## config.mk

```make
export PLATFORM = sky130hd
export DESIGN_NAME = led_blink_pattern_sequencer
export DESIGN_NICKNAME = d
export VERILOG_FILES = /design/src/hdl/lbps_pkg.sv /design/src/hdl/lbps_core.sv /design/src/hdl/led_blink_pattern_sequencer.sv
export SDC_FILE = /design/constraint.sdc
export NUM_CORES = 1
export LEC_CHECK = 0
export ABC_CLOCK_PERIOD_IN_PS = 3000
export BUFFER_PORTS_ARGS = -buffer_cell sky130_fd_sc_hd__buf_2
export CAP_MARGIN = 40
export CORE_MARGIN = 2
export CORE_UTILIZATION = 50
export CTS_CLUSTER_DIAMETER = 30
export DETAILED_ROUTE_END_ITERATION = 16
export PLACE_DENSITY_LB_ADDON = 0.12
export SETUP_SLACK_MARGIN = 0.4
export SLEW_MARGIN = 20
export SYNTH_ARGS = -nofsm -noshare
export SYNTH_HDL_FRONTEND = slang
export SYNTH_SLANG_ARGS = --single-unit
```

## constraint.sdc

```tcl
create_clock -name clk -period 3 [get_ports clk]
set_clock_uncertainty 0.15 [all_clocks]
set_input_delay 0.6 -clock clk [delete_from_list [all_inputs] [get_ports clk]]
set_output_delay 0.6 -clock clk [all_outputs]
set_load 0.05 [all_outputs]
```

## src/hdl/lbps_pkg.sv

```systemverilog
// ----------------------------------------------------------------------------
// LED blink pattern sequencer package
// Field types, command codes and LED word constants.
// ----------------------------------------------------------------------------
package lbps_pkg;

	localparam logic OP_SET  = 1'b0;
	localparam logic OP_TICK = 1'b1;

	localparam logic LED_SYS = 1'b0;
	localparam logic LED_ALM = 1'b1;

	localparam logic [1:0] COLOR_OFF     = 2'd0;
	localparam logic [1:0] COLOR_RED     = 2'd1;
	localparam logic [1:0] COLOR_GREEN   = 2'd2;
	localparam logic [1:0] COLOR_INVALID = 2'd3;

	localparam logic [1:0] MODE_STEADY = 2'd0;
	localparam logic [1:0] MODE_SLOW   = 2'd1;
	localparam logic [1:0] MODE_FAST   = 2'd2;
	localparam logic [1:0] MODE_HW     = 2'd3;

	localparam logic [3:0] SYS_MASK       = 4'hC;
	localparam logic [3:0] ALM_MASK       = 4'h3;
	localparam logic [3:0] LAST_WR_RESET  = 4'h3;

	typedef struct packed {
		logic       operation;
		logic       led_select;
		logic [1:0] color;
		logic [1:0] blink_mode;
	} item_t;

	typedef struct packed {
		logic       accepted;
		logic [3:0] led_value;
		logic       led_write;
		logic       hw_blink;
	} result_t;

	// Lit bits of one LED in the 4-bit word (system in 3:2, alarm in 1:0)
	function automatic logic [3:0] lit_bits(input logic led, input logic [1:0] color);
		logic [3:0] bits;
		bits = (led == LED_SYS) ? {color, 2'b00} : {2'b00, color};
		return bits;
	endfunction

endpackage

```

## src/hdl/lbps_core.sv

```systemverilog
// ----------------------------------------------------------------------------
// LED blink pattern sequencer core
// Per-LED colour/mode state, slot index and last-written word; forms the
// result of one item and commits the state update when fire is high.
// ----------------------------------------------------------------------------
module lbps_core #(
	parameter int SLOT_COUNT = 10
) (
	input  logic             clk,
	input  logic             arst_n,
	input  logic             fire,
	input  lbps_pkg::item_t  item,
	output lbps_pkg::result_t result
);

	localparam int IDX_W = $clog2(SLOT_COUNT);
	localparam logic [IDX_W-1:0] LAST_IDX = IDX_W'(SLOT_COUNT - 1);
	localparam logic [IDX_W-1:0] HALF_IDX = IDX_W'(SLOT_COUNT / 2);

	// Every slot of an LED is rewritten together, so each slot's word follows
	// from the LED's colour and mode alone.
	logic [1:0]       sys_color_q, sys_mode_q, alm_color_q, alm_mode_q;
	logic [1:0]       sys_color_d, sys_mode_d, alm_color_d, alm_mode_d;
	logic [IDX_W-1:0] idx_q, idx_d, idx_next;
	logic [3:0]       last_q, last_d;
	logic             hw_q, hw_d;
	logic [3:0]       word;
	logic             set_ok, changed;

	function automatic logic lit(input logic [1:0] mode, input logic [IDX_W-1:0] i);
		logic on;
		case (mode)
			lbps_pkg::MODE_SLOW: on = (i < HALF_IDX);
			lbps_pkg::MODE_FAST: on = i[0];
			default:             on = 1'b1;
		endcase
		return on;
	endfunction

	function automatic logic [3:0] slot_word(input logic [1:0] sc, input logic [1:0] sm,
			input logic [1:0] ac, input logic [1:0] am, input logic [IDX_W-1:0] i);
		logic [3:0] w;
		w = (lit(sm, i) ? lbps_pkg::lit_bits(lbps_pkg::LED_SYS, sc) : 4'h0)
			| (lit(am, i) ? lbps_pkg::lit_bits(lbps_pkg::LED_ALM, ac) : 4'h0);
		return w;
	endfunction

	assign set_ok   = (item.operation == lbps_pkg::OP_SET)
		&& (item.color != lbps_pkg::COLOR_INVALID);
	assign idx_next = (idx_q == LAST_IDX) ? '0 : idx_q + 1'b1;

	always_comb begin
		sys_color_d = sys_color_q;
		sys_mode_d  = sys_mode_q;
		alm_color_d = alm_color_q;
		alm_mode_d  = alm_mode_q;
		hw_d        = hw_q;
		idx_d       = idx_q;
		if (set_ok) begin
			if (item.led_select == lbps_pkg::LED_SYS) begin
				sys_color_d = item.color;
				sys_mode_d  = item.blink_mode;
				hw_d        = (item.blink_mode == lbps_pkg::MODE_HW);
			end else begin
				alm_color_d = item.color;
				alm_mode_d  = item.blink_mode;
			end
		end
		if (item.operation == lbps_pkg::OP_TICK) begin
			idx_d = idx_next;
		end
		word    = slot_word(sys_color_d, sys_mode_d, alm_color_d, alm_mode_d, idx_d);
		changed = (item.operation == lbps_pkg::OP_TICK) && (word != last_q);
		last_d  = changed ? word : last_q;
	end

	assign result.accepted  = set_ok;
	assign result.led_value = word;
	assign result.led_write = changed;
	assign result.hw_blink  = hw_d;

	always_ff @(posedge clk or negedge arst_n) begin
		if (!arst_n) begin
			sys_color_q <= lbps_pkg::COLOR_OFF;
			sys_mode_q  <= lbps_pkg::MODE_STEADY;
			alm_color_q <= lbps_pkg::COLOR_OFF;
			alm_mode_q  <= lbps_pkg::MODE_STEADY;
			idx_q       <= '0;
			last_q      <= lbps_pkg::LAST_WR_RESET;
			hw_q        <= 1'b0;
		end else if (fire) begin
			sys_color_q <= sys_color_d;
			sys_mode_q  <= sys_mode_d;
			alm_color_q <= alm_color_d;
			alm_mode_q  <= alm_mode_d;
			idx_q       <= idx_d;
			last_q      <= last_d;
			hw_q        <= hw_d;
		end
	end

endmodule

```

## src/hdl/led_blink_pattern_sequencer.sv

```systemverilog
// ----------------------------------------------------------------------------
// LED blink pattern sequencer
// Blink pattern generator for a system and an alarm bicolour LED.
// ----------------------------------------------------------------------------
// Usage:
//   Slave stream carries commands: tuser = 0 sets colour and blink mode of one
//   LED, tuser = 1 is one 100 ms tick. Every command gives exactly one result
//   transaction on the master stream.
//   Master tdata reports whether a set was applied, the 4-bit LED word of the
//   current slot, a write strobe when a tick changed the word, and the system
//   LED hardware-blink flag.
//   Each command is held in the input register and its result in the result
//   register, which drives m_tvalid and m_tdata.
//   Throughput: one command per cycle unless m_tready stalls; the state update
//   is a single pass of logic between the input register and the result register.
//   Reset: both LEDs off, slot index zero, last written word 3, hardware
//   blink flag clear; both registers empty.
//   Stall: while m_tready is low the result holds, the input register still
//   takes one command, and s_tready drops only when both are full.
// ----------------------------------------------------------------------------
module led_blink_pattern_sequencer #(
	parameter int SLOT_COUNT = 10
) (
	input  logic       clk,
	input  logic       arst_n,
	input  logic       s_tvalid,
	output logic       s_tready,
	input  logic [7:0] s_tdata,  // [0] led_select, [2:1] color, [4:3] blink_mode, [7:5] zero
	input  logic [0:0] s_tuser,  // [0] operation
	output logic       m_tvalid,
	input  logic       m_tready,
	output logic [7:0] m_tdata   // [0] accepted, [4:1] led_value, [5] led_write,
	                             // [6] hw_blink, [7] zero
);

	lbps_pkg::item_t   item_s1;
	logic              valid_s1;
	lbps_pkg::result_t result;
	lbps_pkg::result_t result_q;
	logic              m_valid_q;
	logic              advance;

	assign advance  = !m_valid_q || m_tready;
	assign s_tready = !valid_s1 || advance;

	always_ff @(posedge clk or negedge arst_n) begin
		if (!arst_n) begin
			valid_s1 <= 1'b0;
		end else if (s_tready) begin
			valid_s1 <= s_tvalid;
		end
	end

	always_ff @(posedge clk) begin
		if (s_tready && s_tvalid) begin
			item_s1.operation  <= s_tuser[0];
			item_s1.led_select <= s_tdata[0];
			item_s1.color      <= s_tdata[2:1];
			item_s1.blink_mode <= s_tdata[4:3];
		end
	end

	lbps_core #(
		.SLOT_COUNT(SLOT_COUNT)
	) u_core (
		.clk    (clk),
		.arst_n (arst_n),
		.fire   (valid_s1 && advance),
		.item   (item_s1),
		.result (result)
	);

	always_ff @(posedge clk or negedge arst_n) begin
		if (!arst_n) begin
			m_valid_q <= 1'b0;
		end else if (advance) begin
			m_valid_q <= valid_s1;
		end
	end

	always_ff @(posedge clk) begin
		if (advance && valid_s1) begin
			result_q <= result;
		end
	end

	assign m_tvalid = m_valid_q;
	assign m_tdata  = {1'b0, result_q.hw_blink, result_q.led_write,
		result_q.led_value, result_q.accepted};

endmodule

```

Yosys cells after proc, flatten, opt, wreduce, memory -nomap -nowiden
Cells that the tools add are included.
- add/subtract/negate cells: 1
- $lt $le $gt $ge: 1
- equal/unequal tests: 8
- multiplexer cells: 16
- bitwise operators: 2
- reductions and logical operators: 9
- operator list (cell ; number):
    two-way mux 2 bit ; 9
    two-way mux 4 bit ; 3
    equality test 2 bit (second input constant) ; 3
    adder 4 x 1 -> 4 bit (second input constant) ; 1
    equality test 2 x 1 -> 1 bit (second input constant) ; 2
    equality test 4 bit (second input constant) ; 1
    logical AND 1 bit ; 4
    less-than comparator 4 x 3 -> 1 bit (second input constant) ; 1
    != test 4 bit ; 1
    OR 4 bit ; 1
    one-hot mux 1 bit (2 select lines) ; 2
    zero test 1 bit ; 2
    logical OR 1 bit ; 2
    two-way mux 1 bit ; 2
    != test 2 bit (second input constant) ; 1
    AND reduction 2 bit ; 1
    inverter 1 bit ; 1
- register bits: 32
- input bits: 13
- logic and storage cells: 54

Longest topological paths before layout
- depth after elaboration: 10
- depth in mapped cells: 11
- gate-level depth less buffers: 10

Hierarchy
From an unflattened synthesis, not the netlist that was laid out.
- cell total of the unflattened synthesis: 153
- area total of the unflattened synthesis: 1679.1 µm²
- modules (own cells, without submodules) (module ; times used ; cells an instance ; area an instance (µm²)):
    lbps_core ; 1 ; 130 ; 1173.6
    led_blink_pattern_sequencer ; 1 ; 23 ; 505.5

Least setup slack after synthesis
OpenSTA, ideal clock, no wires.
- kind: register to register
- from: register item_s1[5] (netlist name)
- to: register u_core.last_q[2]
- arrival time: 2761 ps
- data required time: 2722 ps
- slack: -39 ps
- cell stages (with the launch flop): 12
- buffers on the path: 2
- clock period less this slack: 3039 ps
- cells stage by stage: edfxtp_1 > buf_2 > clkbuf_1 > a211oi_1 > mux2i_1 > inv_1 > ha_1 > a21oi_1 > a32o_1 > a21o_1 > o22ai_4 > mux2_1
- word-level cells in the longest chain between the ends: 10
- elaborated cells on any way between the ends: 20
- those cells by class: order compare: 1; eq/ne: 5; mux: 9; bitwise: 2; reduce/logical: 3
- ends and longest elaborated chain (item ; RTL line ; source):
    start, declared ; led_blink_pattern_sequencer.sv:36 ; lbps_pkg::item_t item_s1;
    inverter 1 bit (*) ; lbps_core.sv:48 ; assign set_ok = (item.operation == lbps_pkg::OP_SET)
    logical AND 1 bit (*) ; lbps_core.sv:49 ; && (item.color != lbps_pkg::COLOR_INVALID);
    two-way mux 2 bit (*) ; lbps_core.sv:59 ; if (set_ok) begin
    via u_core.sys_mode_d[1] ; lbps_core.sv:23 ; logic [1:0] sys_color_d, sys_mode_d, alm_color_d, alm_mode_d;
    equality test 2 bit / equality test 2 x 1 -> 1 bit (equally long branches) ; lbps_core.sv:32 ; case (mode)
    one-hot mux 1 bit (2 select lines) (*) ; lbps_core.sv:32 ;
    two-way mux 4 bit (*) ; lbps_core.sv:43 ; w = (lit(sm, i) ? lbps_pkg::lit_bits(lbps_pkg::LED_SYS, sc) : 4'h0)
    OR 4 bit (*) ; lbps_core.sv:44 ; | (lit(am, i) ? lbps_pkg::lit_bits(lbps_pkg::LED_ALM, ac) : 4'h0);
    != test 4 bit ; lbps_core.sv:73 ; changed = (item.operation == lbps_pkg::OP_TICK) && (word != last_q);
    logical AND 1 bit ; lbps_core.sv:73 ;
    AND reduction 2 bit (no source line) ; -- ;
    end signal, assigned ; lbps_core.sv:89 ; last_q <= lbps_pkg::LAST_WR_RESET;
    end signal, assigned ; lbps_core.sv:97 ; last_q <= last_d;
    end, declared ; lbps_core.sv:25 ; logic [3:0] last_q, last_d;
Mark *: on every way through the listed nets, which the timed path passes. The rest lies on a longest branch.
A chain may end at the register's enable or synchronous reset.

Worst setup path in the final report
- from: register item_s1[3] (netlist name)
- to: register u_core.last_q[3]
- word-level cells in the longest chain between the ends: 10
- elaborated cells on any way between the ends: 20
- those cells by class: eq/ne: 6; mux: 10; bitwise: 1; reduce/logical: 3
- ends and longest elaborated chain (item ; RTL line):
    != test 2 bit (*) ; lbps_core.sv:49
    logical AND 1 bit (*) ; lbps_core.sv:49
    two-way mux 2 bit (*) ; lbps_core.sv:59
    via u_core.sys_mode_d[1] ; lbps_core.sv:23
    equality test 2 bit / equality test 2 x 1 -> 1 bit (equally long branches) ; lbps_core.sv:32
    one-hot mux 1 bit (2 select lines) (*) ; lbps_core.sv:32
    two-way mux 4 bit (*) ; lbps_core.sv:43
    OR 4 bit (*) ; lbps_core.sv:44
    != test 4 bit ; lbps_core.sv:73
    logical AND 1 bit ; lbps_core.sv:73
    AND reduction 2 bit (no source line) ; --
Marks and branches as above.

==> out/results.txt <==
Outcome -> finished clean
First DRT Iteration DRCs -> 43
FFs w/ async S/R, synth -> 0.594
I/O Buffers -> 18
Count of different cell masters after synthesis -> 43
Ys flop type -> dfrtp_1
Synthesized instance count -> 154
Final wirelength -> 3220 um
Final Max Slew Viols -> 0
Post-route DRC -> 0
Placed Cells -> 216
Gp weighted congestion -> 0.788
Vias per cell -> 5.60
Total CTS buffers -> 5
Synth top area share -> 0.258
Largest net degree at the start of global routing -> 20
Drt pass-1 iters -> 4
Antenna violations before repair -> 0
GRT overflow -> 0
Fin crit period -> 2810 ps
Critical path required time -> 3070 ps
Post-route clock period utilization -> 0.938
RSZ-0062 raised after global routing -> true
Min-Delay Path Class -> in2async
CTS max path bufs -> 2
Routed Antenna Nets -> 0
Worst setup SP type -> flop
First-pass GRT wire length -> 5110 um
Syn Area/Cell -> 10.7 um^2
Die width -> 61.5 um
Static Leak -> 0.842 nW
Final instance area -> 1960 um^2
CTS tree -> yes
Drt wl/cell -> 14.1 um
Post-DP HPWL -> 2200 um
Final Setup Violations -> 0
CTS H-tree depth -> 2
Yosys warns -> 0
Area grow syn2layout -> 18.4%
Placement Setup Slack -> 174 ps
GRT Overall Usage -> 0.190
Chip height -> 61.5 um
Starting Density -> 0.532
Vias in the first global route -> 1202
# diodes -> 0
Post-route worst setup slack -> 186 ps
Via count -> 1282
Syn nets -> 171
MaxCap Viol Count -> 0
Fin cells -> 229
Synth area leader -> dfrtp_1
Seq/Total Area, Yosys -> 0.526
Dominant cells by area after synthesis -> dfrtp_1, edfxtp_1, o21ai_0
CTS Hold Buffers Added -> 0
Total die area -> 3780 um^2
Util after Layout -> 0.630
Final Hold Violating Endpoints -> 0
Max VDD drop -> 0.000306 V
WS Path Type -> reg2reg
Cell row count -> 20
Clock transition at path regs -> 110 ps
Post-Syn Area -> 1650 um^2
Post-route setup TNS -> 0 ps
Critical Path End Type -> flop
Worst-path fanout max -> 4
CTS sink count -> 32
Critical path arrival -> 2880 ps
Root buffer cell -> clkbuf_4
Clock Latency Late Sink -> 340 ps
I/O pin count -> 23
FF+latch count, synth -> 32
Area post-placement -> 1830 um^2
R2R cell count -> 9
# nets final -> 201
Core area -> 3100 um^2
Share of cells above drive strength 1 -> 0.286
Fmax achieved -> 355 MHz
Power Density -> 785 nW/um^2
Post-synth EDFFs -> 13
## logic make-up after synthesis
family	after synthesis	share of synthesized area
xor gates and xnor gates	3	0.0159
and+or+nand+nor	56	0.185
adders and majority gates	4	0.0303
buffers and inverters	14	0.0348
AOI/OAI and AO/OA	36	0.155
other	1	0.00227
muxes	8	0.0515
DFF	32	0.526
## cells in the final DEF (no fill, tap or decap), types with 3 or more instances in the layout
cell type,netlist,final
buf_2,1,18
nand3b_1,4,4
o21ai_0,13,13
nand2b_1,4,4
a21o_1,4,4
buf_4,1,10
a21oi_2,1,3
inv_1,9,9
nor3_1,4,4
nand2_1,15,15
ha_1,4,3
clkbuf_4,0,5
dfrtp_1,17,17
nor2_1,8,8
and2_1,4,3
edfxtp_1,13,13
and3_1,4,4
## layout make-up
class,count,area (um^2)
Multi-Input combinational cell,108,782
Inverter,9,33.8
Tap cell,44,55.1
Sequential cell,32,868
Timing Repair Buffer,28,165
Fill cell,277,1150
Clock inverter,3,13.8
Clock buffer,5,37.5
## Yosys cell counts (2+ instances only)
library cell,number
nor3b_1,2
nand2b_1,4
clkbuf_1,3
a21o_1,4
mux2_1,4
inv_1,9
and3_1,4
xnor2_1,2
nand2_1,15
a21oi_1,4
a32o_1,2
nand3_1,2
mux2i_1,4
nor2_1,8
nand3b_1,4
nand4_1,2
nor2b_1,2
dfstp_2,2
edfxtp_1,13
a32oi_1,2
and2_1,4
o2111ai_1,2
ha_1,4
o2111a_1,2
nor3_1,4
dfrtp_1,17
o21ai_0,13
## worst max-delay path: stages (launching register included)
cell      delay, ps
edfxtp_1        460
a211oi_4        340
mux2i_2         310
inv_1            80
ha_1            300
a21oi_2          40
a32o_2          260
a21o_1          180
o22ai_4         250
mux2_4          320
## stage by stage
step / power, mW / hold slack (ps)
2_1_floorplan: 1.12 / 154
3_3_place_gp: 1.22 / 319
3_5_place_dp: 1.24 / 332
4_1_cts: 1.49 / 51.7
5_1_grt: 1.64 / 57.0
6_report: 1.54 / 36.7
## report_power, final
part | switching [mW] | internal [mW] | leakage (nW)
Clock | 0.146 | 0.0858 | 0.0324
Combinational | 0.337 | 0.266 | 0.451
Sequential | 0.114 | 0.586 | 0.358
Total | 0.597 | 0.938 | 0.842
## flip-flops by register name, indices dropped and copies added, names as in the netlist
| name | count |
|---|---|
| u_core.alm_mode_q | 2 |
| u_core.last_q | 4 |
| u_core.idx_q | 4 |
| u_core.hw_q | 1 |
| valid_s1 | 1 |
| item_s1 | 6 |
| m_tdata | 7 |
| u_core.sys_mode_q | 2 |
| m_tvalid | 1 |
| u_core.sys_color_q | 2 |
| u_core.alm_color_q | 2 |
## metal layers
layer,track usage,vias to the layer above,wire length (um)
li1,-,618,-
met1,0.217,616,1350
met2,0.330,39,1640
met3,0.0462,9,160
met4,0.0942,0,69
met5,0,-,0
## worst paths after layout
check | start | endpoint | slack, ps
worst max register to register | item_s1[3] | u_core.last_q[3] | 190
worst min register to register | u_core.alm_color_q[1] | u_core.alm_color_q[1] | 350
min in group clk | s_tdata[2] | item_s1[3] | 290
worst max-delay path | item_s1[3] | u_core.last_q[3] | 190
max in group asynchronous | arst_n | u_core.last_q[1] | 2330
worst min-delay path | arst_n | u_core.alm_color_q[0] | 40
## repair_timing
action / 4_1_cts / 5_1_grt
endpoints found under the hold margin: 0 / 0
buffers inserted: 3 / 2
endpoints found under the setup margin: 5 / 5
pin swaps: 3 / 4
resized for setup: 2 / 7
(Power assumes the default switching activity.)
